<file path="src/hw/rtl/statement_end_scanner_assert.svh">
// Assertion macros used by the scanner core of the statement end scanner RTL.
`ifndef STATEMENT_END_SCANNER_ASSERT_SVH
`define STATEMENT_END_SCANNER_ASSERT_SVH
`ifndef SYNTH
`define SESC_ASSERT(lbl, clk, rst_n, prop) \
  lbl: assert property (@(posedge clk) disable iff (!rst_n) prop) \
    else $error("sesc assertion failed");
`define SESC_ASSERT_NEVER(lbl, clk, rst_n, cond) \
  lbl: assert property (@(posedge clk) disable iff (!rst_n) !(cond)) \
    else $error("sesc forbidden condition seen");
`else
`define SESC_ASSERT(lbl, clk, rst_n, prop)
`define SESC_ASSERT_NEVER(lbl, clk, rst_n, cond)
`endif
`endif

</file>
<file path="src/hw/rtl/sesc_pkg.sv">
// Package with types, constants and the byte classifier of the statement end scanner.
`default_nettype none
package sesc_pkg;

  localparam int unsigned MAX_DEPTH       = 255;
  localparam int unsigned MAX_SCAN_LENGTH = 65536;
  localparam int unsigned DEPTH_W         = $clog2(MAX_DEPTH + 1);
  localparam int unsigned POS_W           = $clog2(MAX_SCAN_LENGTH + 1);
  localparam int unsigned BASE_W          = 24;
  localparam int unsigned END_W           = 25;
  localparam int unsigned BYTE_W          = 8;
  localparam int unsigned OUT_DATA_W      = 32;
  localparam int unsigned QUEUE_DEPTH     = 4;

  localparam logic [BYTE_W-1:0] CH_SEMI   = 8'h3B;
  localparam logic [BYTE_W-1:0] CH_LBRACE = 8'h7B;
  localparam logic [BYTE_W-1:0] CH_RBRACE = 8'h7D;
  localparam logic [BYTE_W-1:0] CH_LPAREN = 8'h28;
  localparam logic [BYTE_W-1:0] CH_RPAREN = 8'h29;
  localparam logic [BYTE_W-1:0] CH_LBRACK = 8'h5B;
  localparam logic [BYTE_W-1:0] CH_RBRACK = 8'h5D;
  localparam logic [BYTE_W-1:0] CH_SLASH  = 8'h2F;
  localparam logic [BYTE_W-1:0] CH_STAR   = 8'h2A;
  localparam logic [BYTE_W-1:0] CH_SQUOTE = 8'h27;
  localparam logic [BYTE_W-1:0] CH_DQUOTE = 8'h22;
  localparam logic [BYTE_W-1:0] CH_BSLASH = 8'h5C;
  localparam logic [BYTE_W-1:0] CH_LF     = 8'h0A;
  localparam logic [BYTE_W-1:0] CH_CR     = 8'h0D;

  typedef enum logic [3:0] {
    CC_OTHER,
    CC_SLASH,
    CC_STAR,
    CC_SQUOTE,
    CC_DQUOTE,
    CC_BSLASH,
    CC_SEMI,
    CC_LPAREN,
    CC_RPAREN,
    CC_LBRACK,
    CC_RBRACK,
    CC_LBRACE,
    CC_RBRACE,
    CC_NEWLINE
  } sesc_class_e;

  typedef enum logic [2:0] {
    MODE_CODE,
    MODE_LINE,
    MODE_BLOCK,
    MODE_SQUOTE,
    MODE_DQUOTE,
    MODE_DONE
  } sesc_mode_e;

  typedef struct packed {
    sesc_class_e cls;
    logic        last;
  } sesc_item_t;

  typedef struct packed {
    logic             found;
    logic [END_W-1:0] end_offset;
  } sesc_result_t;

  function automatic sesc_class_e classify(input logic [BYTE_W-1:0] b);
    sesc_class_e c;
    c = CC_OTHER;
    unique case (b)
      CH_SLASH:       c = CC_SLASH;
      CH_STAR:        c = CC_STAR;
      CH_SQUOTE:      c = CC_SQUOTE;
      CH_DQUOTE:      c = CC_DQUOTE;
      CH_BSLASH:      c = CC_BSLASH;
      CH_SEMI:        c = CC_SEMI;
      CH_LPAREN:      c = CC_LPAREN;
      CH_RPAREN:      c = CC_RPAREN;
      CH_LBRACK:      c = CC_LBRACK;
      CH_RBRACK:      c = CC_RBRACK;
      CH_LBRACE:      c = CC_LBRACE;
      CH_RBRACE:      c = CC_RBRACE;
      CH_LF, CH_CR:   c = CC_NEWLINE;
      default:        c = CC_OTHER;
    endcase
    return c;
  endfunction

endpackage
`default_nettype wire

</file>
<file path="src/hw/rtl/sesc_front.sv">
// Front stage: accepts source bytes and registers their character class.
`default_nettype none
module sesc_front
  import sesc_pkg::*;
(
  input  wire logic               clk_i,
  input  wire logic               rst_ni,
  input  wire logic               in_valid_i,
  output logic                    in_ready_o,
  input  wire logic [BYTE_W-1:0]  in_byte_i,
  input  wire logic               in_last_i,
  output logic                    out_valid_o,
  input  wire logic               out_ready_i,
  output sesc_item_t              out_item_o
);

  logic       valid_q, valid_d;
  sesc_item_t item_q, item_d;
  logic       take;

  assign in_ready_o = !valid_q || out_ready_i;
  assign take       = in_valid_i && in_ready_o;

  always_comb begin
    valid_d = valid_q;
    item_d  = item_q;
    if (take) begin
      valid_d     = 1'b1;
      item_d.cls  = classify(in_byte_i);
      item_d.last = in_last_i;
    end else if (out_ready_i) begin
      valid_d = 1'b0;
    end
  end

  always_ff @(posedge clk_i or negedge rst_ni) begin
    if (!rst_ni) begin
      valid_q <= 1'b0;
    end else begin
      valid_q <= valid_d;
    end
  end

  always_ff @(posedge clk_i) begin
    item_q <= item_d;
  end

  assign out_valid_o = valid_q;
  assign out_item_o  = item_q;

endmodule
`default_nettype wire

</file>
<file path="src/hw/rtl/sesc_queue.sv">
// Short queue of classified items between the front and the scanner core.
`default_nettype none
module sesc_queue
  import sesc_pkg::*;
(
  input  wire logic       clk_i,
  input  wire logic       rst_ni,
  input  wire logic       push_valid_i,
  output logic            push_ready_o,
  input  wire sesc_item_t push_item_i,
  output logic            pop_valid_o,
  input  wire logic       pop_ready_i,
  output sesc_item_t      pop_item_o
);

  localparam int unsigned PTR_W = $clog2(QUEUE_DEPTH);
  localparam int unsigned CNT_W = $clog2(QUEUE_DEPTH + 1);

  sesc_item_t       entries_q [QUEUE_DEPTH];
  logic [PTR_W-1:0] wr_ptr_q, wr_ptr_d;
  logic [PTR_W-1:0] rd_ptr_q, rd_ptr_d;
  logic [CNT_W-1:0] count_q, count_d;
  logic             push, pop;

  assign push_ready_o = (count_q != CNT_W'(QUEUE_DEPTH));
  assign pop_valid_o  = (count_q != '0);
  assign push         = push_valid_i && push_ready_o;
  assign pop          = pop_valid_o && pop_ready_i;
  assign pop_item_o   = entries_q[rd_ptr_q];

  always_comb begin
    wr_ptr_d = wr_ptr_q;
    rd_ptr_d = rd_ptr_q;
    count_d  = count_q;
    if (push) begin
      wr_ptr_d = (wr_ptr_q == PTR_W'(QUEUE_DEPTH - 1)) ? '0 : wr_ptr_q + 1'b1;
    end
    if (pop) begin
      rd_ptr_d = (rd_ptr_q == PTR_W'(QUEUE_DEPTH - 1)) ? '0 : rd_ptr_q + 1'b1;
    end
    if (push && !pop) begin
      count_d = count_q + 1'b1;
    end else if (pop && !push) begin
      count_d = count_q - 1'b1;
    end
  end

  always_ff @(posedge clk_i or negedge rst_ni) begin
    if (!rst_ni) begin
      wr_ptr_q <= '0;
      rd_ptr_q <= '0;
      count_q  <= '0;
    end else begin
      wr_ptr_q <= wr_ptr_d;
      rd_ptr_q <= rd_ptr_d;
      count_q  <= count_d;
    end
  end

  always_ff @(posedge clk_i) begin
    if (push) begin
      entries_q[wr_ptr_q] <= push_item_i;
    end
  end

endmodule
`default_nettype wire

</file>
<file path="src/hw/rtl/sesc_core.sv">
// Scanner core: tracks comment, string and nesting state and registers one result per scan.
`default_nettype none
`include "statement_end_scanner_assert.svh"
module sesc_core
  import sesc_pkg::*;
(
  input  wire logic              clk_i,
  input  wire logic              rst_ni,
  input  wire logic [BASE_W-1:0] base_offset_i,
  input  wire logic              in_valid_i,
  output logic                   in_ready_o,
  input  wire sesc_item_t        in_item_i,
  output logic                   res_valid_o,
  input  wire logic              res_ready_i,
  output sesc_result_t           res_o
);

  sesc_mode_e         mode_q, mode_d, step_mode;
  logic               esc_q, esc_d, step_esc;
  logic               slash_q, slash_d, step_slash;
  logic               star_q, star_d, step_star;
  logic [DEPTH_W-1:0] paren_q, paren_d, step_paren;
  logic [DEPTH_W-1:0] brack_q, brack_d, step_brack;
  logic [DEPTH_W-1:0] brace_q, brace_d, step_brace;
  logic [POS_W-1:0]   pos_q, pos_d, step_pos;
  logic               res_valid_q, res_valid_d;
  sesc_result_t       res_q, res_d;
  logic               out_free, pop, handled, term, active, at_top;
  sesc_class_e        cls;

  assign out_free   = !res_valid_q || res_ready_i;
  assign in_ready_o = !in_item_i.last || out_free;
  assign pop        = in_valid_i && in_ready_o;
  assign cls        = in_item_i.cls;
  assign active     = (mode_q != MODE_DONE) && (pos_q < POS_W'(MAX_SCAN_LENGTH));
  assign at_top     = (paren_q == '0) && (brack_q == '0) && (brace_q == '0);

  // Effect of one byte on the scan state.
  always_comb begin
    step_mode  = mode_q;
    step_esc   = esc_q;
    step_slash = slash_q;
    step_star  = star_q;
    step_paren = paren_q;
    step_brack = brack_q;
    step_brace = brace_q;
    step_pos   = pos_q;
    handled    = 1'b0;
    term       = 1'b0;
    if (active) begin
      unique case (mode_q)
        MODE_LINE: begin
          if (cls == CC_NEWLINE) begin
            step_mode = MODE_CODE;
          end
        end
        MODE_BLOCK: begin
          if (star_q && cls == CC_SLASH) begin
            step_mode = MODE_CODE;
            step_star = 1'b0;
          end else begin
            step_star = (cls == CC_STAR);
          end
        end
        MODE_SQUOTE, MODE_DQUOTE: begin
          if (esc_q) begin
            step_esc = 1'b0;
          end else if (cls == CC_BSLASH) begin
            step_esc = 1'b1;
          end else if ((mode_q == MODE_SQUOTE && cls == CC_SQUOTE) ||
                       (mode_q == MODE_DQUOTE && cls == CC_DQUOTE)) begin
            step_mode = MODE_CODE;
          end
        end
        MODE_CODE: begin
          if (slash_q) begin
            step_slash = 1'b0;
            if (cls == CC_SLASH) begin
              step_mode = MODE_LINE;
              handled   = 1'b1;
            end else if (cls == CC_STAR) begin
              step_mode = MODE_BLOCK;
              step_star = 1'b0;
              handled   = 1'b1;
            end
          end
          if (!handled) begin
            if (cls == CC_SLASH) begin
              step_slash = 1'b1;
            end else if (cls == CC_SQUOTE) begin
              step_mode = MODE_SQUOTE;
              step_esc  = 1'b0;
            end else if (cls == CC_DQUOTE) begin
              step_mode = MODE_DQUOTE;
              step_esc  = 1'b0;
            end else if ((cls == CC_SEMI || cls == CC_RBRACE) && at_top) begin
              term = 1'b1;
            end else if (cls == CC_LPAREN) begin
              if (paren_q < DEPTH_W'(MAX_DEPTH)) step_paren = paren_q + 1'b1;
            end else if (cls == CC_RPAREN) begin
              if (paren_q != '0) step_paren = paren_q - 1'b1;
            end else if (cls == CC_LBRACK) begin
              if (brack_q < DEPTH_W'(MAX_DEPTH)) step_brack = brack_q + 1'b1;
            end else if (cls == CC_RBRACK) begin
              if (brack_q != '0) step_brack = brack_q - 1'b1;
            end else if (cls == CC_LBRACE) begin
              if (brace_q < DEPTH_W'(MAX_DEPTH)) step_brace = brace_q + 1'b1;
            end else if (cls == CC_RBRACE) begin
              if (brace_q != '0) step_brace = brace_q - 1'b1;
            end
          end
        end
        default: begin
          step_mode = mode_q;
        end
      endcase
      if (term) begin
        step_mode = MODE_DONE;
      end else begin
        step_pos = pos_q + 1'b1;
      end
    end
  end

  // Next scan state: the stepped state, or a fresh scan after the last byte.
  always_comb begin
    mode_d  = mode_q;
    esc_d   = esc_q;
    slash_d = slash_q;
    star_d  = star_q;
    paren_d = paren_q;
    brack_d = brack_q;
    brace_d = brace_q;
    pos_d   = pos_q;
    if (pop) begin
      if (in_item_i.last) begin
        mode_d  = MODE_CODE;
        esc_d   = 1'b0;
        slash_d = 1'b0;
        star_d  = 1'b0;
        paren_d = '0;
        brack_d = '0;
        brace_d = '0;
        pos_d   = '0;
      end else begin
        mode_d  = step_mode;
        esc_d   = step_esc;
        slash_d = step_slash;
        star_d  = step_star;
        paren_d = step_paren;
        brack_d = step_brack;
        brace_d = step_brace;
        pos_d   = step_pos;
      end
    end
  end

  // Result register.
  always_comb begin
    res_valid_d = res_valid_q;
    res_d       = res_q;
    if (res_ready_i) begin
      res_valid_d = 1'b0;
    end
    if (pop && in_item_i.last) begin
      res_valid_d      = 1'b1;
      res_d.found      = (step_mode == MODE_DONE);
      res_d.end_offset = END_W'(base_offset_i) + END_W'(step_pos);
    end
  end

  always_ff @(posedge clk_i or negedge rst_ni) begin
    if (!rst_ni) begin
      mode_q      <= MODE_CODE;
      esc_q       <= 1'b0;
      slash_q     <= 1'b0;
      star_q      <= 1'b0;
      paren_q     <= '0;
      brack_q     <= '0;
      brace_q     <= '0;
      pos_q       <= '0;
      res_valid_q <= 1'b0;
    end else begin
      mode_q      <= mode_d;
      esc_q       <= esc_d;
      slash_q     <= slash_d;
      star_q      <= star_d;
      paren_q     <= paren_d;
      brack_q     <= brack_d;
      brace_q     <= brace_d;
      pos_q       <= pos_d;
      res_valid_q <= res_valid_d;
    end
  end

  always_ff @(posedge clk_i) begin
    res_q <= res_d;
  end

  assign res_valid_o = res_valid_q;
  assign res_o       = res_q;

  `SESC_ASSERT_NEVER(a_depth_bound, clk_i, rst_ni, (paren_q > DEPTH_W'(MAX_DEPTH)) || (brack_q > DEPTH_W'(MAX_DEPTH)) || (brace_q > DEPTH_W'(MAX_DEPTH)))
  `SESC_ASSERT_NEVER(a_pos_bound, clk_i, rst_ni, pos_q > POS_W'(MAX_SCAN_LENGTH))
  `SESC_ASSERT(a_clear_after_last, clk_i, rst_ni, (pop && in_item_i.last) |=> (mode_q == MODE_CODE && pos_q == '0 && paren_q == '0))
  `SESC_ASSERT(a_done_no_slash, clk_i, rst_ni, (mode_q == MODE_DONE) |-> !slash_q)

endmodule
`default_nettype wire

</file>
<file path="src/hw/rtl/statement_end_scanner.sv">
// Top level of the statement end scanner: front stage, item queue and scanner core.
//
// Source bytes enter on the s_axis channel, one byte per item, with tlast set on
// the final byte of a scan. One result leaves on m_axis for every scan: tuser
// says whether a top-level ';' or '}' ended the statement, and tdata holds the
// absolute offset of that terminator, or base offset plus scanned length.
// The base offset register is written through the cfg channel, which is always
// ready; the user must write it only while no scan is in progress, and the block
// itself does not enforce this. Throughput is one byte per cycle while the core
// is not held by a pending result at the last byte of a scan. After its last byte
// is accepted, a result passes the front stage register and a queue entry; the
// core loads the result register at the edge at which it takes that byte.
// Reset clears the scan state, the queue and the base offset, and drops any
// pending result. When the receiver stalls, the held result waits while bytes
// of the next scan keep flowing until that scan's last byte reaches the core;
// the four-entry queue and the front stage then fill before s_axis_tready falls.
`default_nettype none
module statement_end_scanner
  import sesc_pkg::*;
(
  input  wire logic                  clk_i,
  input  wire logic                  rst_ni,
  input  wire logic                  s_axis_tvalid,
  output logic                       s_axis_tready,
  input  wire logic [BYTE_W-1:0]     s_axis_tdata,  // [7:0] byte_value
  input  wire logic                  s_axis_tlast,
  output logic                       m_axis_tvalid,
  input  wire logic                  m_axis_tready,
  output logic [OUT_DATA_W-1:0]      m_axis_tdata,  // [24:0] end_offset, rest zero
  output logic                       m_axis_tuser,  // [0] found
  input  wire logic                  cfg_valid_i,
  output logic                       cfg_ready_o,
  input  wire logic [BASE_W-1:0]     cfg_data_i
);

  logic [BASE_W-1:0] base_q;
  logic              front_valid, front_ready;
  sesc_item_t        front_item;
  logic              queue_valid, queue_ready;
  sesc_item_t        queue_item;
  sesc_result_t      result;

  assign cfg_ready_o = 1'b1;

  always_ff @(posedge clk_i or negedge rst_ni) begin
    if (!rst_ni) begin
      base_q <= '0;
    end else if (cfg_valid_i && cfg_ready_o) begin
      base_q <= cfg_data_i;
    end
  end

  sesc_front u_front (
    .clk_i       (clk_i),
    .rst_ni      (rst_ni),
    .in_valid_i  (s_axis_tvalid),
    .in_ready_o  (s_axis_tready),
    .in_byte_i   (s_axis_tdata),
    .in_last_i   (s_axis_tlast),
    .out_valid_o (front_valid),
    .out_ready_i (front_ready),
    .out_item_o  (front_item)
  );

  sesc_queue u_queue (
    .clk_i        (clk_i),
    .rst_ni       (rst_ni),
    .push_valid_i (front_valid),
    .push_ready_o (front_ready),
    .push_item_i  (front_item),
    .pop_valid_o  (queue_valid),
    .pop_ready_i  (queue_ready),
    .pop_item_o   (queue_item)
  );

  sesc_core u_core (
    .clk_i         (clk_i),
    .rst_ni        (rst_ni),
    .base_offset_i (base_q),
    .in_valid_i    (queue_valid),
    .in_ready_o    (queue_ready),
    .in_item_i     (queue_item),
    .res_valid_o   (m_axis_tvalid),
    .res_ready_i   (m_axis_tready),
    .res_o         (result)
  );

  assign m_axis_tdata = OUT_DATA_W'(result.end_offset);
  assign m_axis_tuser = result.found;

endmodule
`default_nettype wire

</file>
<file path="config.mk">
export PLATFORM = sky130hd
export DESIGN_NAME = statement_end_scanner
export DESIGN_NICKNAME = d
export VERILOG_FILES = /design/src/hw/rtl/sesc_pkg.sv /design/src/hw/rtl/sesc_front.sv /design/src/hw/rtl/sesc_queue.sv /design/src/hw/rtl/sesc_core.sv /design/src/hw/rtl/statement_end_scanner.sv
export VERILOG_INCLUDE_DIRS = /design/src /design/src/hw/rtl
export SDC_FILE = /design/constraint.sdc
export NUM_CORES = 1
export LEC_CHECK = 0
export BUFFER_PORTS_ARGS = -buffer_cell sky130_fd_sc_hd__buf_4
export CAP_MARGIN = 20
export CORE_ASPECT_RATIO = 0.7
export CORE_UTILIZATION = 50
export DETAILED_ROUTE_END_ITERATION = 7
export PLACE_DENSITY = 0.8
export SLEW_MARGIN = 20
export SYNTH_ARGS = -nofsm -noshare
export SYNTH_HDL_FRONTEND = slang
export SYNTH_HIERARCHICAL = 1
export SYNTH_SLANG_ARGS = --single-unit
</file>
<file path="constraint.sdc">
create_clock -name clk_i -period 4.65 [get_ports clk_i]
set_input_delay 0.2325 -clock clk_i [delete_from_list [all_inputs] [get_ports clk_i]]
set_output_delay 0.2325 -clock clk_i [all_outputs]
set_load 0.01 [all_outputs]
</file>
==> impl_metrics.ini, run 1 <==
[status]
status = finished, final reports clean

[clock_tree]
clock_sinks = 131
cts_tree = done
cts_htree_levels = 4
clk_pin_slew_worst_paths_ns = 0.06
clk_latency_ns = 0.42
cts_made_buffers = 17
root_buffer = clkbuf_16
clk_path_buf_depth = 2

[power]
sw_frac_of_total_pct = 41.3
intPower_uw = 3590
seq_power_share_pct = 31.3
peakVddDrop_uv = 464
p_per_area_nw_per_um2 = 644
p_sw_uw = 2530
pwr-share-clk_pct = 21.1
p_comb_share_pct = 47.6
leakagePower_uw = 0.00400

[global_routing]
grt_overflow = 0
antenna_found_initial = 0
grt_pass1_wl_mm = 30.1
grt_pass1_vias = 5894
grt_max_degree = 62
grt_use_total_pct = 22.7

[finish]
drive_gt1_share_pct = 21.5
area_growth_pct = 15.3
multiInputGateArea_um2 = 4360
fillers = 1287
finalInstanceArea_um2 = 9500
diodes = 0
fin_nets = 924
seq_area_um2 = 3530

[timing]
final.period_utilization_pct = 95.5
whs_ns = 0.0215
timing.final.crit_period_ns = 4.44
grt_setup_unrepaired = yes
finalSetupViolations = 0
fin_worst_skew_ns = 0.00919
slew_headroom_pct = 45.2
tightest_slew_ns = 0.822
drv_slew = 0
max_clock_freq_mhz = 225
hold_viol_final = 0

[setup_path]
timing.rr.end = u_core/res_o[21]
worst-path-max-fanout = 10
r2r_start = u_queue/rd_ptr_q[0]
crit_path_start_kind = flop
r2r_cells = 13
crit_path_end_kind = flop
startpoint = u_queue/rd_ptr_q[0]
rrSetupSlack_ns = 0.21
worstPathRequired_ns = 4.82
endpoint = u_core/res_o[21]
path_class = flop to flop
cp.arrival_ns = 4.61

[synthesis]
synth_seq_cells = 131
syn_area_per_cell_um2 = 10.7
syn-cell-area_um2 = 8240
yosysTopAreaCell = dfrtp_1
yosysSeqAreaShare_pct = 42.9
yosysTopAreaCellShare_pct = 24.3
synthTopCellsByArea = dfrtp_1 (24%), edfxtp_1 (19%), ha_1 (6.4%), mux2_4 (4.0%), xnor2_1 (3.3%)
synth-edff-count = 51
async_flop_share_pct = 61.1
ys_types = 84
synth_flop_cell = dfrtp_1
ys_warn_count = 6
synthCells = 768

[placement]
dp_hpwl_mm = 13.1
placed_area_um2 = 8880
place.gp.congestion = 0.882
io_buffer_count = 65

[detailed_routing]
first_pass_iters = 6
drt_iter0_drc = 624
vias_per_cell = 5.88
vias = 6306
drc = 0
post_drt_wl_per_cell_um = 17.2
antenna_left = 0
drt_wl_total_mm = 18.4

[floorplanning]
ios = 74
start_util_pct = 52.2
row_count = 38
core_region_area_um2 = 15800
fp.dieW_um = 155
dieArea_um2 = 17000
die_h_um = 109

[job]
max_cap_viol_count = 0

[worst_hold_path]
hp-class = primary input to flop
-- logic make-up after synthesis --
logic type,after synthesis,synth area share (%)
compound gates,187,15.5
mux,41,7.23
other cells,2,0.0911
buf+inv,69,4.60
simple gates,239,16.6
fa+ha+maj,47,7.59
xor+xnor,52,5.53
flops,131,42.9
-- through the flow --
stage | total power [µW] | instances | setup slack (ns) | TNS [ns] | util, %
after global routing | 6550 | 1072 | -0.00362 | -0.00362 | 60.2
after floorplan | 3990 | 774 | 0.616 | 0 | -
final | 6120 | 1072 | 0.207 | 0 | 60.2
after detailed placement | 4780 | 1035 | 0.190 | 0 | 56.3
after CTS | 6110 | 1069 | 0.129 | 0 | 60.0
after global placement | 4670 | 1035 | 0.314 | 0 | 56.3
-- Yosys cell counts (15+ instances only) --
cell type,n
nand2_1,54
mux2_4,22
buf_2,15
a21oi_1,30
inv_1,27
nor2_1,37
ha_1,42
edfxtp_1,51
xnor2_1,31
o31ai_1,25
o21ai_0,39
nand3_1,21
dfrtp_1,80
xor2_1,21
-- final cells by class --
class	instances	share of cell area [%]
Clock buffer	17	4.48
Clock inverter	15	1.53
Inverter	28	1.11
Multi-Input combinational cell	574	45.8
Sequential cell	131	37.2
Tap cell	220	2.90
Timing Repair Buffer	87	6.95
-- timing repair --
action | in CTS | in global routing
hold buffers | 2 | 1
setup buffers | 0 | 2
endpoints found under the hold margin | 20 | 1
setup endpoints to repair | 0 | 12
gates resized for setup | 0 | 3
-- worst max-delay path: stages, from the launching register on --
cell       delay, ns
dfrtp_2         0.45
mux4_2          0.63
xor2_1          0.17
nand4b_1        0.20
nor4_4          0.38
nor2_1          0.19
mux2_2          0.33
ha_1            0.31
a211oi_1        0.08
o21ai_0         0.36
o2111ai_1       0.28
a21oi_1         0.47
nand4_1         0.18
xnor2_1         0.15
-- worst min path at each step --
| stage | start | end | slack, ns | cells after the start |
|---|---|---|---|---|
| 6_report | m_axis_tready | u_core/res_valid_o | 0.02 | 2 |
| 5_1_grt | m_axis_tready | u_core/res_valid_o | 0.03 | 2 |
| 4_1_cts | s_axis_tvalid | u_front/out_valid_o | 0.008 | 2 |
| 3_5_place_dp | rst_ni | base_q[23] | 0.13 | 1 |
| 3_3_place_gp | rst_ni | base_q[23] | 0.13 | 1 |
| 2_1_floorplan | rst_ni | base_q[0] | -0.06 | 0 |
-- per-layer routing --
| layer | vias to the layer above | track usage, % | wire length (µm) | part of all wire (%) |
|---|---|---|---|---|
| met5 | - | 0 | 0 | 0 |
| met4 | 0 | 7.07 | 202 | 1.1 |
| met3 | 17 | 4.45 | 1390 | 7.6 |
| met2 | 236 | 31.8 | 7740 | 42 |
| met1 | 3044 | 34.9 | 9060 | 49 |
| li1 | 3009 | - | - | - |
-- placed cells by master (no fill, tap or decap), types with 27 or more instances in the layout --
| cell type | synthesis | layout |
|---|---|---|
| edfxtp_1 | 51 | 51 |
| o21ai_0 | 39 | 39 |
| nand2_1 | 54 | 54 |
| buf_4 | 10 | 84 |
| nor2_1 | 37 | 37 |
| xnor2_1 | 31 | 31 |
| a21oi_1 | 30 | 29 |
| inv_1 | 27 | 27 |
| dfrtp_1 | 80 | 79 |
| ha_1 | 42 | 42 |
-- registers in the layout, indices dropped and copies added (netlist names), 2 cells and up --
| signal | count |
|---|---|
| u_front/out_item_o | 5 |
| u_core/brack_q | 8 |
| u_queue/entries_q | 20 |
| u_queue/wr_ptr_q | 2 |
| u_core/brace_q | 8 |
| base_q | 24 |
| u_core/paren_q | 8 |
| u_core/pos_q | 17 |
| u_queue/rd_ptr_q | 2 |
| u_core/res_o | 26 |
| u_core/mode_q | 3 |
| u_queue/count_q | 3 |
-- power by group through the flow --
stage	combinational, µW	sequential [µW]	clock (µW)
global placement	2760	1910	0
CTS	2890	1910	1310
floorplan	2100	1890	0
finish	2910	1910	1290
detailed placement	2860	1930	0
global route	3230	1960	1360
(Power assumes the default switching activity.)
==> run 2, diff against run 1 <==
- CORE_UTILIZATION: 50 -> 60
- PLACE_DENSITY: 0.8 -> 0.91
- SLEW_MARGIN: 20 -> 0
==> run 2 against run 1 <==
Sequential share of layout area is 0.22 points higher. Cell count is 3.8% lower. Critical path depth is 2 higher. Routed wire length is 5.9% higher. Sequential cell count stayed put. Combinational power hardly changed. Via count is 4.6% higher. Highest routed layer unchanged.
==> impl_metrics.ini, run 2 (synthesis results as in run 1) <==
[detailed_routing]
drt_wl_total_mm = 19.5
antenna_left = 0
drc = 0
vias_per_cell = 6.39
post_drt_wl_per_cell_um = 18.9
vias = 6593
drt_iter0_drc = 759
first_pass_iters = 8

[timing]
hold_viol_final = 0
tightest_slew_ns = 0.779
timing.final.crit_period_ns = 4.49
max_clock_freq_mhz = 223
slew_headroom_pct = 47.4
fin_worst_skew_ns = 0.0123
drv_slew = 0
grt_setup_unrepaired = yes
final.period_utilization_pct = 96.5
tns_ns = 0
finalSetupViolations = 0

[global_routing]
grt_pass1_vias = 6452
use_met2_pct = 44.3
antenna_found_initial = 0
busiest_layer = met2
grt_max_degree = 57
use_met1_pct = 39.9
grt_overflow = 0
grt_use_total_pct = 28.9
use_met3_pct = 7.01
grt_pass1_wl_mm = 32.0

[setup_path]
critPathMaxStageDelay_ns = 0.64
crit_chain = mux4_2 -> xor2_1 -> nand4b_1 -> nor4_4 -> nor2_1 -> xor2_1 -> ha_1 -> inv_1 -> fa_1 -> nand2b_1 -> a21oi_2 -> nor2_1 -> o211ai_1 -> a311oi_1 -> xnor2_1
path_buf_inv = 1
cp.arrival_ns = 4.66
crit_path_end_kind = flop
path_class = flop to flop
cp_num_cells = 15
crit_path_top_delay_cell = mux4_2
crit_path_start_kind = flop
worstPathRequired_ns = 4.82
worst-path-max-fanout = 10
crit_family = simple AND/OR/NAND/NOR gates
r2r_cells = 15

[floorplanning]
core_region_area_um2 = 13300
fp.dieW_um = 142
start_util_pct = 62.1
dieArea_um2 = 14200
ios = 74
die_h_um = 100
row_count = 35

[clock_tree]
cts_htree_levels = 4
cts_made_buffers = 17
cts_tree = done
root_buffer = clkbuf_16
clk_pin_slew_worst_paths_ns = 0.06
clk_latency_ns = 0.43
clk_path_buf_depth = 2
clock_sinks = 131

[power]
p_comb_share_pct = 46.9
total_power_uw = 6210
p_sw_uw = 2580
sw_frac_of_total_pct = 41.5
leakagePower_uw = 0.00399
p_per_area_nw_per_um2 = 658
seq_power_share_pct = 30.9
pwr-share-clk_pct = 22.2
intPower_uw = 3630
peakVddDrop_uv = 521

[worst_hold_path]
hp-class = primary input to flop
hold_depth = 2

[placement]
io_buffer_count = 65
dp_hpwl_mm = 12.9
place.gp.congestion = 0.921
dp_cells = 992

[status]
status = finished, final reports clean

[job]
max_cap_viol_count = 0

[finish]
drive_gt1_share_pct = 21.2
diodes = 0
largest_reg_flops = 26
mostFrequentLayoutCells = dfrtp_1 (79), buf_4 (78), nand2_1 (54)
area_growth_pct = 14.6
fillers = 854
fin_cells = 1031
fin_nets = 918
final_common_cell = dfrtp_1
-- run 2: cell types whose count changed in the layout (fill, tap and decap cells not counted) --
cell,before,now
clkinv_1,1,0
clkbuf_1,0,1
buf_4,84,78
bufinv_16,1,2
a21oi_1,29,28
inv_8,1,2
clkinv_4,4,2
o2111ai_2,0,1
a21boi_0,2,1
a21boi_1,2,3
a21oi_2,3,4
o2111ai_1,1,0
-- run 2: routing by layer --
metal	vias up	part of all wire, %
li1	2989	-
met3	51	9.0
met5	-	0
met1	3186	43
met2	367	46
met4	0	2.0
-- run 2: metrics by stage --
step           cell area, µm²  setup slack [ns]  utilization [%]  hold WS, ns
2_1_floorplan            8260             0.616                -      -0.0631
3_3_place_gp             8780             0.272             66.1        0.168
3_5_place_dp             8780            0.0811             66.1        0.170
4_1_cts                  9400           0.00973             70.9       0.0183
5_1_grt                  9450           -0.0987             71.2       0.0204
6_report                 9450             0.161             71.2       0.0244
-- run 2: final timing paths --
path,startpoint,endpoint,slack (ns)
min reg2reg,u_front/out_item_o[3],u_queue/entries_q[2][3],0.52
min,m_axis_tready,u_core/res_valid_o,0.02
max,u_queue/rd_ptr_q[0],u_core/res_o[16],0.16
max reg2reg,u_queue/rd_ptr_q[0],u_core/res_o[16],0.16
max in group asynchronous,rst_ni,u_queue/rd_ptr_q[0],3.29
min in group asynchronous,rst_ni,u_core/brack_q[7],0.26
-- run 2: layout make-up --
class,instances,area (µm²),share of cell area (%)
tap,185,231,2.45
sequential,131,3530,37.4
multi-input combinational,574,4370,46.2
clock buffer,18,429,4.54
timing repair buffer,81,616,6.52
inverter,28,105,1.11
clock inverter,14,165,1.75
-- run 2: what timing repair did --
item | CTS | global route
setup endpoints to repair | 0 | 15
gates resized for setup | 0 | 6
buffers inserted | 0 | 4
hold endpoints to repair | 26 | 0
hold buffers | 3 | 0
-- run 2: worst reg2reg max path, cell delays in order (launching register included) --
cell      delay, ns
dfrtp_2        0.50
mux4_2         0.64
xor2_1         0.18
nand4b_1       0.20
nor4_4         0.45
nor2_1         0.18
xor2_1         0.17
ha_1           0.22
inv_1          0.07
fa_1           0.41
nand2b_1       0.20
a21oi_2        0.24
nor2_1         0.12
o211ai_1       0.33
a311oi_1       0.18
xnor2_1        0.15
-- run 2: power by group through the flow --
stage / registers [µW] / logic [µW] / clock network, µW
finish: 1920 / 2910 / 1380
global route: 1960 / 3220 / 1430
CTS: 1910 / 2860 / 1380
detailed placement: 1930 / 2820 / 0
global placement: 1910 / 2690 / 0
floorplan: 1890 / 2100 / 0
==> run 3, diff against run 2 <==
- RECOVER_POWER: default -> 25
==> run 3 against run 2 <==
Sequential cell count stayed put. First-iteration DRC count is 3.2% higher. Clock power hardly changed. Worst hold slack better by 0.0019 ns. Utilization is 0.59 points lower. Power is 0.32% lower. Non-clock buffer count stayed put. Register-to-register slack better by 0.02 ns. Via count is 0.80% lower. Global-route usage stayed put. Critical path type unchanged. Critical endpoint is now u_core/res_o[22].
==> impl_metrics.ini, run 3 (synthesis results as in run 1) <==
[finish]
drive_gt1_share_pct = 18.7
seq_area_um2 = 3530
area_growth_pct = 13.7
largest_reg_flops = 26
fin_util_pct = 70.6
mostFrequentLayoutCells = dfrtp_1 (79), buf_4 (75), nand2_1 (54)
multiInputGateArea_um2 = 4290
fillers = 879
diodes = 0
fin_nets = 918
final_common_cell = dfrtp_1

[clock_tree]
cts_htree_levels = 4
cts_tree = done
root_buffer = clkbuf_16
clk_latency_ns = 0.43
clk_path_buf_depth = 2
clock_sinks = 131
cts_made_buffers = 17
clk_pin_slew_worst_paths_ns = 0.06

[setup_path]
crit_chain = mux4_2 -> xor2_1 -> nand4b_1 -> nor4_4 -> nor2_1 -> xor2_1 -> ha_1 -> inv_1 -> fa_1 -> nand2b_1 -> a21oi_2 -> a21o_1 -> a41oi_1 -> a21boi_1 -> xor2_1
cp.arrival_ns = 4.64
crit_path_start_kind = flop
path_class = flop to flop
crit_path_top_delay_cell = mux4_2
rrSetupSlack_ns = 0.18
crit_path_end_kind = flop
r2r_cells = 15
worst-path-max-fanout = 10
timing.rr.end = u_core/res_o[22]
critPathMaxStageDelay_ns = 0.64
r2r_start = u_queue/rd_ptr_q[0]
critPathMostFrequentCell = xor2_1
worstPathRequired_ns = 4.82

[detailed_routing]
antenna_left = 0
vias = 6540
vias_per_cell = 6.34
drc = 0
drt_iter0_drc = 783
first_pass_iters = 5
post_drt_wl_per_cell_um = 18.8
drt_wl_total_mm = 19.3

[timing]
slew_headroom_pct = 8.59
final.period_utilization_pct = 96.1
finalSetupViolations = 0
tns_ns = 0
max_clock_freq_mhz = 224
fin_worst_skew_ns = 0.0121
timing.final.crit_period_ns = 4.47
hold_viol_final = 0
tightest_slew_ns = 1.37
grt_setup_unrepaired = yes
drv_slew = 0

[floorplanning]
core_region_area_um2 = 13300
die_h_um = 100
row_count = 35
ios = 74
fp.dieW_um = 142
start_util_pct = 62.1
dieArea_um2 = 14200

[global_routing]
grt_use_total_pct = 28.9
grt_pass1_vias = 6452
antenna_found_initial = 0
grt_overflow = 0
grt_pass1_wl_mm = 32.0
grt_max_degree = 57

[worst_hold_path]
holdPathEnd = base_q[22]
hp-class = primary input to flop
hold_depth = 2
timing.hold.worst.start = cfg_data_i[22]

[job]
max_cap_viol_count = 0

[power]
leakagePower_uw = 0.00390
p_per_area_nw_per_um2 = 661
peakVddDrop_uv = 523

[placement]
place.gp.congestion = 0.921
io_buffer_count = 65
dp_hpwl_mm = 12.9

[status]
status = finished, final reports clean
run 3: how the worst max path moves through the flow:
stage / startpoint / to / slack, ns / depth (start not counted)
floorplan: u_queue/rd_ptr_q[0] / u_core/res_o[22] / 0.62 / 18
global placement: u_queue/rd_ptr_q[0] / u_core/res_o[15] / 0.27 / 13
detailed placement: u_queue/rd_ptr_q[0] / u_core/res_o[22] / 0.08 / 15
CTS: u_queue/rd_ptr_q[0] / u_core/res_o[22] / 0.01 / 15
global route: u_queue/rd_ptr_q[0] / u_core/res_o[15] / -0.1 / 14
finish: u_queue/rd_ptr_q[0] / u_core/res_o[22] / 0.18 / 15
run 3: per-stage QoR:
stage	cells	hold slack, ns	setup slack, ns	total power [µW]	area, µm²
after floorplan	774	-0.0631	0.616	3990	8260
after global placement	992	0.168	0.272	4600	8780
after detailed placement	992	0.170	0.0811	4750	8780
after CTS	1027	0.0183	0.00973	6160	9400
after global routing	1031	0.0230	-0.0987	6590	9370
final	1031	0.0262	0.181	6190	9370
run 3: report_power, final:
group / internal (µW) / switching (µW) / total, µW / leakage (µW)
registers: 1620 / 303 / 1920 / 0.00150
clock network: 807 / 569 / 1380 / 0.000291
logic: 1190 / 1700 / 2890 / 0.00211
total: 3620 / 2580 / 6190 / 0.00390
run 3: area by class of cell:
class	count	share of cell area, %
multi-input cells	574	45.8
flip-flops and latches	131	37.7
repair buffers	81	6.49
clock buffers	18	4.58
well taps	185	2.47
clock inverters	14	1.76
inverters	28	1.12
run 3: critical path: cells and delay by family (launching register included):
kind	cells	cell delay (ns)
compound gates	4	0.92
xor+xnor	3	0.44
fa+ha+maj	2	0.62
buf+inv	1	0.06
flops	1	0.50
mux	1	0.64
simple gates	4	1.02
run 3: what timing repair did:
| item | CTS | global route |
|---|---|---|
| resized for setup | 0 | 6 |
| setup endpoints to repair | 0 | 15 |
| hold buffers | 3 | 0 |
| setup buffers | 0 | 4 |
| endpoints found under the hold margin | 26 | 0 |
run 3: metal layers:
layer,GRT usage [%],vias to the layer above,routed length [µm]
met4,11.5,0,309
met3,7.01,36,1600
met2,44.3,363,8870
met1,39.9,3151,8550
met5,0,-,0
li1,-,2990,-
